**src/design/wssa_pkg.sv**
```systemverilog
`timescale 1ns / 1ps
// ----------------------------------------------------------------------------
// wssa_pkg
// Shared types and constants of the spectrum scatter-accumulate block.
// ----------------------------------------------------------------------------
package wssa_pkg;

  localparam int unsigned CubeDepthDef   = 4096;
  localparam int unsigned MaxOutChanDef  = 256;
  localparam int unsigned SumW           = 48;
  localparam int unsigned CntW           = 40;

  localparam logic [1:0] ModeNone   = 2'd0;
  localparam logic [1:0] ModeSpread = 2'd1;
  localparam logic [1:0] ModeInVar  = 2'd2;

  localparam logic [12:0] PlaneReset = 13'd64;

  // input transaction fields
  typedef struct packed {
    logic               func;
    logic signed [31:0] sample;
    logic               sample_bad;
    logic [7:0]         out_chan;
    logic               out_chan_valid;
    logic [11:0]        spatial_pos;
    logic [15:0]        weight;
    logic [31:0]        input_variance;
    logic               last;
    logic [11:0]        cell_addr;
  } item_t;

  // result fields
  typedef struct packed {
    logic [47:0] data_sum;
    logic [47:0] weight_sum;
    logic [47:0] var_sum;
    logic [47:0] square_sum;
    logic        spectrum_used;
    logic [39:0] used_count;
    logic        addr_error;
  } result_t;

endpackage

```
**src/design/wssa_front.sv**
```systemverilog
`timescale 1ns / 1ps
// ----------------------------------------------------------------------------
// wssa_front
// Accepts items, computes the cell index and classifies each item.
// ----------------------------------------------------------------------------
module wssa_front #(
  parameter int unsigned CubeDepth  = wssa_pkg::CubeDepthDef,
  parameter int unsigned MaxOutChan = wssa_pkg::MaxOutChanDef
) (
  input  logic              clk_i,
  input  logic              rst_ni,
  input  logic              in_valid_i,
  output logic              in_ready_o,
  input  wssa_pkg::item_t   item_i,
  input  logic [12:0]       plane_size_i,
  output logic              q_valid_o,
  input  logic              q_ready_i,
  output wssa_pkg::item_t   q_item_o,
  output logic [$clog2(CubeDepth)-1:0] q_cell_o,
  output logic              q_use_o,
  output logic              q_err_o
);
  import wssa_pkg::*;
  localparam int unsigned AW = $clog2(CubeDepth);

  logic        valid_q;
  item_t       item_q;
  logic [AW-1:0] cell_q;
  logic        use_q, err_q;
  logic [21:0] cell_full;
  logic        mapped, in_cube, rd_in;

  // cell index and classification
  always_comb begin
    cell_full = 22'(item_i.spatial_pos) + 22'(item_i.out_chan) * 22'(plane_size_i);
    mapped    = !item_i.sample_bad && item_i.out_chan_valid &&
                (32'(item_i.out_chan) < MaxOutChan);
    in_cube   = (32'(cell_full) < CubeDepth);
    rd_in     = (32'(item_i.cell_addr) < CubeDepth);
  end

  assign in_ready_o = !valid_q || q_ready_i;
  assign q_valid_o  = valid_q;
  assign q_item_o   = item_q;
  assign q_cell_o   = cell_q;
  assign q_use_o    = use_q;
  assign q_err_o    = err_q;

  always_ff @(posedge clk_i or negedge rst_ni) begin
    if (!rst_ni) begin
      valid_q <= 1'b0;
    end else if (in_ready_o) begin
      valid_q <= in_valid_i;
    end
  end

  always_ff @(posedge clk_i) begin
    if (in_ready_o && in_valid_i) begin
      item_q <= item_i;
      if (item_i.func) begin
        cell_q <= AW'(item_i.cell_addr);
        use_q  <= rd_in;
        err_q  <= 1'b0;
      end else begin
        cell_q <= AW'(cell_full);
        use_q  <= mapped && in_cube;
        err_q  <= mapped && !in_cube;
      end
    end
  end
endmodule

```
**config.mk**
```make
export PLATFORM = sky130hd
export DESIGN_NAME = wssa_front
export DESIGN_NICKNAME = d
export VERILOG_FILES = /design/src/design/wssa_pkg.sv /design/src/design/wssa_front.sv
export SDC_FILE = /design/constraint.sdc
export NUM_CORES = 1
export LEC_CHECK = 0
export ABC_CLOCK_PERIOD_IN_PS = 6900
export BUFFER_PORTS_ARGS = -buffer_cell sky130_fd_sc_hd__buf_2
export CAP_MARGIN = 20
export CORE_UTILIZATION = 30
export DETAILED_ROUTE_END_ITERATION = 7
export GPL_TIMING_DRIVEN = 0
export PLACE_DENSITY = 0.51
export SLEW_MARGIN = 20
export SYNTH_ARGS = -nofsm -noshare
export SYNTH_HDL_FRONTEND = slang
export SYNTH_SLANG_ARGS = --single-unit
```
**constraint.sdc**
```tcl
create_clock -name clk_i -period 6.9 [get_ports clk_i]
set_input_delay 0.69 -clock clk_i [delete_from_list [all_inputs] [get_ports clk_i]]
set_output_delay 0.69 -clock clk_i [all_outputs]
set_load 0.05 [all_outputs]
```
==> results of run 1 <==
routing by layer:
layer	track usage (%)	vias up
met5	0	-
li1	-	2668
met4	3.97	0
met3	3.07	5
met1	15.9	2723
met2	23.9	160
area by class of cell:
| type | instances | area, um^2 | area share, % |
|---|---|---|---|
| Clock buffer | 18 | 429 | 4.12 |
| Inverter | 125 | 469 | 4.50 |
| Sequential cell | 131 | 3930 | 37.7 |
| Tap cell | 335 | 419 | 4.02 |
| Clock inverter | 14 | 165 | 1.59 |
| Timing Repair Buffer | 266 | 1380 | 13.2 |
| Multi-Input combinational cell | 367 | 3570 | 34.3 |
| Buffer | 12 | 53.8 | 0.517 |
sequential cells by signal, indices dropped and copies added, names as in the netlist:
| register | flops |
|---|---|
| q_cell_o | 12 |
| q_err_o | 1 |
| q_use_o | 1 |
| q_item_o | 116 |
| q_valid_o | 1 |
cell usage after synthesis (all sizes together) (7+ instances only):
cell,number
ha,46
and2,60
clkbuf,11
xor2,7
inv,125
fa,78
nand2,62
edfxtp,130
o21ai,15
nor2,7
nand2b,7
a21oi,15
stage by stage:
step | worst slack, ns | cells | hold WS [ns]
after floorplan | 1.40 | 635 | 0.394
after global placement | 0.513 | 1234 | 0.465
after detailed placement | 0.429 | 1236 | 0.465
after CTS | 0.876 | 1268 | 0.0268
after global routing | 0.650 | 1268 | 0.0228
final | 0.878 | 1268 | 0.0495
power breakdown:
group | internal, mW | leakage (nW) | total [mW] | switching (mW)
Combinational | 0.636 | 3.30 | 1.73 | 1.09
Clock | 0.544 | 0.279 | 0.909 | 0.365
Sequential | 0.958 | 1.25 | 0.970 | 0.0119
Total | 2.14 | 4.83 | 3.60 | 1.47
kinds of logic after synthesis:
logic type                 synth area share, %
muxes                                    0.702
DFF                                       49.0
buffers and inverters                     6.52
adders and majority gates                 26.6
xor gates and xnor gates                  1.31
and+or+nand+nor                           10.6
AOI/OAI and AO/OA                         5.24
worst min path at each step:
stage          startpoint        end  slack (ns)  cells after the start
2_1_floorplan      rst_ni  q_valid_o        0.39                      0
3_3_place_gp       rst_ni  q_valid_o        0.46                      1
3_5_place_dp       rst_ni  q_valid_o        0.47                      1
4_1_cts            rst_ni  q_valid_o        0.03                      1
5_1_grt            rst_ni  q_valid_o        0.02                      1
6_report           rst_ni  q_valid_o        0.05                      1
==> reports/metrics.cfg, run 1 <==
[status]
status = complete, but fails checks
failed_checks = design-rule violations

[yosys]
yosys_register_bits = 131
synth_top_cell_by_area = edfxtp_1
post-synth-top-area-fraction_pct = 48.7
yosys_most_used_dff = edfxtp_1
synth-seq-area-share_pct = 49.0
postSynthCellCount = 635
synth_edf_count = 130
yosys-top-cells-area = edfxtp_1, fa_1, ha_1
synth_warn = 0
synth.cell_area_um2 = 8020
synthArstFlopShare_pct = 0.763
synth.net_count = 892
synth_cell_types = 51
syn-mean-instance-area_um2 = 12.6

[placed_design]
dp_hpwl_mm = 14.9
place_area_um2 = 9820
place.port_buffers = 264
gp_routability_congestion = 0.779

[floorplanning]
num_rows = 59
start_util_pct = 30.7
core_region_area_um2 = 26100
die_x_um = 166
ioPinCount = 265
chipHeight_um = 166
floorplan_die_area_um2 = 27400

[final_layout]
postLayoutCellArea_um2 = 10400
finalCoreUtilization_pct = 39.9
nNetsFinal = 1177
antenna_cells = 0
fillerInstances = 2595
drive_gt1_share_pct = 33.7
layout_commonest_cell = buf_2
syn_to_final_growth_pct = 29.8
most-common-layout-cells = buf_2, edfxtp_1, inv_1

[worst_setup_path]
required_ns = 7.03
critical_path_source_type = input port
crit_path_buffers_inverters = 7
cp-endpoint = q_err_o
cp_slowest_stage_delay_ns = 0.59
crit_cells = 20
crit_start = item_i[81]
worst_r2r_startpoint = q_valid_o
critical_path_arrival_ns = 6.15
reg2regPathDepth = 4
timing.critical_path.max_delay_family = adder cells
path_cells = buf_2 -> clkbuf_1 -> and2_1 -> fa_1 -> inv_1 -> fa_1 -> inv_1 -> fa_1 -> inv_1 -> fa_1 -> inv_1 -> ha_1 -> clkbuf_2 -> and4_1 -> or3b_1 -> a21oi_2 -> nor4b_1 -> o311a_1 -> nor4_1 -> a31oi_1
minimum_setup_slack_among_reg_to_reg_paths_ns = 5.04
crit_path_capture_type = register
r2r-end = q_item_o[12]
worst-path-max-fanout = 10
cpMaxStageDelayCell = nor4_1
critPathKind = input port to register

[detailed_routing]
initialDrtViolationCount = 389
met2RoutedLength_mm = 9.58
dr_wl_met3_mm = 1.39
dr.pass1.iters = 6
postRouteWirelength_mm = 18.5
highest_layer = met4
route.detailed.drc = 62
routed_via_density = 4.38
metal_1_wl_mm = 7.34
detail_route.wl_per_cell_um = 14.6
drtAntennaViolNets = 0
routed-via-count = 5556

[sta]
timing_worst_slew_pin_value_ns = 0.659
totalNegativeSetupSlack_ns = 0
final_hold_vio_count = 0
max-slew-margin-rel_pct = 55.7
final_max_slew_viol_count = 0
post-route-min-period_ns = 6.02
post-route-period-util_pct = 87.3
finalSetupViolCount = 0
rsz0062_at_grt = false
final.setup_skew_ns = 0.0111
fmaxAchievable_ghz = 0.166

[grt]
gr-usage-all-layers_pct = 13.4
maximum_number_of_pins_on_one_net_before_global_route_repair = 58
first_pass_grt_wire_length_mm = 27.9
initial_antenna_violation_count = 0
first_global_vias = 5471
total_congestion_overflow = 0

[pwr]
vdd_drop_max_uv = 165
cellPowerDensity_nw_per_um2 = 346
finalPower_mw = 3.60
power.static_leakage_nw = 4.83

[clocking]
cts_root_buffer = clkbuf_16
cts_made_buffers = 17
clock_tree.buffer_depth = 2
cts-htree-levels = 4
cts_sinks = 131
cts.repair.resized = 0
cts_tree = yes
ctsHoldBuffers = 0
clk_pin_slew_ns = 0.07
clock_latency_ns = 0.41
total_setup_buffers_inserted_after_cts = 0

[flow_run]
drv.max_cap_violation_count = 0

[min_path]
min-delay-path-class = input port to async pin

(Power assumes the default switching activity.)
==> inputs of run 2 (changes only) <==
--- a/config.mk
+++ b/config.mk
@@ -11,7 +11,7 @@
 export CORE_UTILIZATION = 30
 export DETAILED_ROUTE_END_ITERATION = 7
 export GPL_TIMING_DRIVEN = 0
-export PLACE_DENSITY = 0.51
+export PLACE_DENSITY = 0.57
 export SLEW_MARGIN = 20
 export SYNTH_ARGS = -nofsm -noshare
 export SYNTH_HDL_FRONTEND = slang
==> run 2 against run 1 <==
Against the previous run:
- the flow still finishes with violations (design-rule violations)
- count of clock-buffer cells in the layout did not move
- register-to-register slack got worse by 0.03 ns
- cell area barely moved
- flip-flop and latch count did not move
- first-iteration DRC count rose by 0.26%
- clock power barely moved
- combinational power barely moved
- worst setup slack improved by 0.15 ns
- critical path depth fell by 1
- die area did not move
- core utilization barely moved
- cell count did not move
- largest cell class unchanged
- largest power group unchanged
==> reports/metrics.cfg, run 2 (synthesized netlist as in run 1, its figures left out) <==
[placed_design]
gp_routability_congestion = 0.791  ; was 0.779
place.port_buffers = 264  ; unchanged
dp_hpwl_mm = 15.6  ; was 14.9 mm
place_area_um2 = 9820  ; unchanged

[pwr]
p_sw_mw = 1.49  ; was 1.47 mW
cellInternalPower_mw = 2.14  ; about the same
clock_network_fraction_of_design_power_pct = 25.0  ; was 25.2%
switching_share_pct = 41.1  ; was 40.7%
power.static_leakage_nw = 4.84  ; was 4.83 nW
power.sequential.fraction_pct = 26.8  ; was 26.9%
cellPowerDensity_nw_per_um2 = 348  ; was 346 nW/um^2
vdd_drop_max_uv = 187  ; was 165 uV
power.combinational.fraction_pct = 48.3  ; was 47.9%

[floorplanning]
chipHeight_um = 166  ; unchanged
die_x_um = 166  ; unchanged
num_rows = 59  ; unchanged
ioPinCount = 265  ; unchanged
core_region_area_um2 = 26100  ; unchanged
floorplan_die_area_um2 = 27400  ; unchanged
start_util_pct = 30.7  ; unchanged

[flow_run]
drv.max_cap_violation_count = 0  ; unchanged

[final_layout]
fillerInstances = 2573  ; was 2595
largest_reg_flops = 116  ; unchanged
finalCoreUtilization_pct = 39.9  ; about the same
syn_to_final_growth_pct = 29.8  ; about the same
most-common-layout-cells = buf_2, edfxtp_1, inv_1  ; unchanged
postLayoutCellArea_um2 = 10400  ; about the same
nNetsFinal = 1177  ; unchanged
drive_gt1_share_pct = 33.7  ; unchanged
layout_commonest_cell = buf_2  ; unchanged
antenna_cells = 0  ; unchanged

[clocking]
total_setup_buffers_inserted_after_cts = 0  ; unchanged
clk_pin_slew_ns = 0.06  ; was 0.07 ns
cts_made_buffers = 17  ; unchanged
cts_sinks = 131  ; unchanged
clock_latency_ns = 0.41  ; about the same
cts_root_buffer = clkbuf_16  ; unchanged
cts.repair.resized = 0  ; unchanged
cts_tree = yes  ; unchanged
ctsHoldBuffers = 0  ; unchanged
clock_tree.buffer_depth = 2  ; unchanged
cts-htree-levels = 4  ; unchanged

[worst_setup_path]
reg2regPathDepth = 4  ; unchanged
cpMaxStageDelayCell = fa_1  ; was nor4_1
path_cells = buf_2 -> clkbuf_1 -> nand2_1 -> fa_1 -> fa_1 -> inv_1 -> fa_1 -> inv_1 -> fa_1 -> inv_1 -> ha_1 -> clkbuf_2 -> and4_1 -> or3b_1 -> a21oi_2 -> nor4b_1 -> o311a_1 -> nor4_1 -> a31oi_1  ; was buf_2 -> clkbuf_1 -> and2_1 -> fa_1 -> inv_1 -> fa_1 -> inv_1 -> fa_1 -> inv_1 -> fa_1 -> inv_1 -> ha_1 -> clkbuf_2 -> and4_1 -> or3b_1 -> a21oi_2 -> nor4b_1 -> o311a_1 -> nor4_1 -> a31oi_1
crit_path_buffers_inverters = 6  ; was 7
required_ns = 7.04  ; was 7.03 ns
cp_slowest_stage_delay_ns = 0.53  ; was 0.59 ns
crit_path_capture_type = register  ; unchanged
worst-path-max-fanout = 10  ; unchanged
timing.critical_path.max_delay_family = adder cells  ; unchanged
crit_cells = 19  ; was 20
critical_path_source_type = input port  ; unchanged
critPathKind = input port to register  ; unchanged
critPathMostFrequentCell = fa_1
critical_path_arrival_ns = 6.02  ; was 6.15 ns

[sta]
max-slew-margin-rel_pct = 60.9  ; was 55.7%
timing_worst_slew_pin_value_ns = 0.582  ; was 0.659 ns
post-route-period-util_pct = 85.2  ; was 87.3%
post-route-min-period_ns = 5.88  ; was 6.02 ns
final.setup_skew_ns = 0.00975  ; was 0.0111 ns
fmaxAchievable_ghz = 0.170  ; was 0.166 GHz
finalSetupViolCount = 0  ; unchanged
final_max_slew_viol_count = 0  ; unchanged
totalNegativeSetupSlack_ns = 0  ; unchanged
final_hold_vio_count = 0  ; unchanged
rsz0062_at_grt = false  ; unchanged

[grt]
first_global_vias = 5498  ; was 5471
maximum_number_of_pins_on_one_net_before_global_route_repair = 58  ; unchanged
gr-usage-all-layers_pct = 13.7  ; was 13.4%
total_congestion_overflow = 0  ; unchanged
initial_antenna_violation_count = 1  ; was 0
first_pass_grt_wire_length_mm = 28.6  ; was 27.9 mm

[detailed_routing]
postRouteWirelength_mm = 19.2  ; was 18.5 mm
initialDrtViolationCount = 390  ; was 389
route.detailed.drc = 60  ; was 62
routed_via_density = 4.49  ; was 4.38
routed-via-count = 5695  ; was 5556
detail_route.wl_per_cell_um = 15.1  ; was 14.6 um
dr.pass1.iters = 8  ; was 6
drtAntennaViolNets = 0  ; unchanged

[status]
failed_checks = design-rule violations  ; unchanged
status = complete, but fails checks  ; unchanged

[min_path]
min-delay-path-class = input port to async pin  ; unchanged

==> run 2: cell types whose count changed in the layout (fill, tap and decap cells not counted), sizes merged <==
cell	before	now
clkinvlp	4	1
clkinv	0	4
inv	133	132
==> run 2: per-layer routing <==
| metal | vias to the layer above | GRT usage (%) | wire [um] |
|---|---|---|---|
| met5 | - | 0 | 13 |
| met2 | 163 | 24.6 | 10200 |
| met1 | 2849 | 16.6 | 7410 |
| met4 | 2 | 3.22 | 84 |
| li1 | 2672 | - | - |
| met3 | 9 | 3.10 | 1460 |
==> run 2: stage by stage <==
step                cells  hold WS (ns)  total power, mW  setup WS [ns]
detailed placement   1236         0.468             2.78          0.472
floorplan             635         0.394             2.31           1.40
global route         1268        0.0168             3.95          0.601
CTS                  1268        0.0132             3.72          0.905
global placement     1234         0.465             2.76          0.453
finish               1268        0.0433             3.63           1.02
==> run 2: cell type report <==
class / count / area [um^2] / share of cell area, %
Inverter: 125 / 469 / 4.50
Clock inverter: 14 / 166 / 1.60
Clock buffer: 18 / 429 / 4.12
Tap cell: 335 / 419 / 4.02
Buffer: 12 / 53.8 / 0.516
Timing Repair Buffer: 266 / 1380 / 13.2
Multi-Input combinational cell: 367 / 3570 / 34.3
Sequential cell: 131 / 3930 / 37.7
==> run 2: path summary, 6_finish.rpt <==
check	start	to	slack, ns
max in group asynchronous	rst_ni	q_valid_o	6.77
worst min-delay path	rst_ni	q_valid_o	0.04
min in group clk_i	item_i[31]	q_item_o[31]	0.45
worst max register to register	q_valid_o	q_item_o[40]	5.01
worst max-delay path	item_i[78]	q_err_o	1.02
worst min register to register	q_valid_o	q_valid_o	0.53
==> run 2: power by group through the flow <==
stage | clock, mW | sequential, mW | combinational, mW
final | 0.906 | 0.972 | 1.75
after global routing | 0.967 | 0.978 | 2.00
after CTS | 0.940 | 0.973 | 1.80
after detailed placement | 0 | 0.990 | 1.79
after global placement | 0 | 0.995 | 1.77
after floorplan | 0 | 1.20 | 1.11
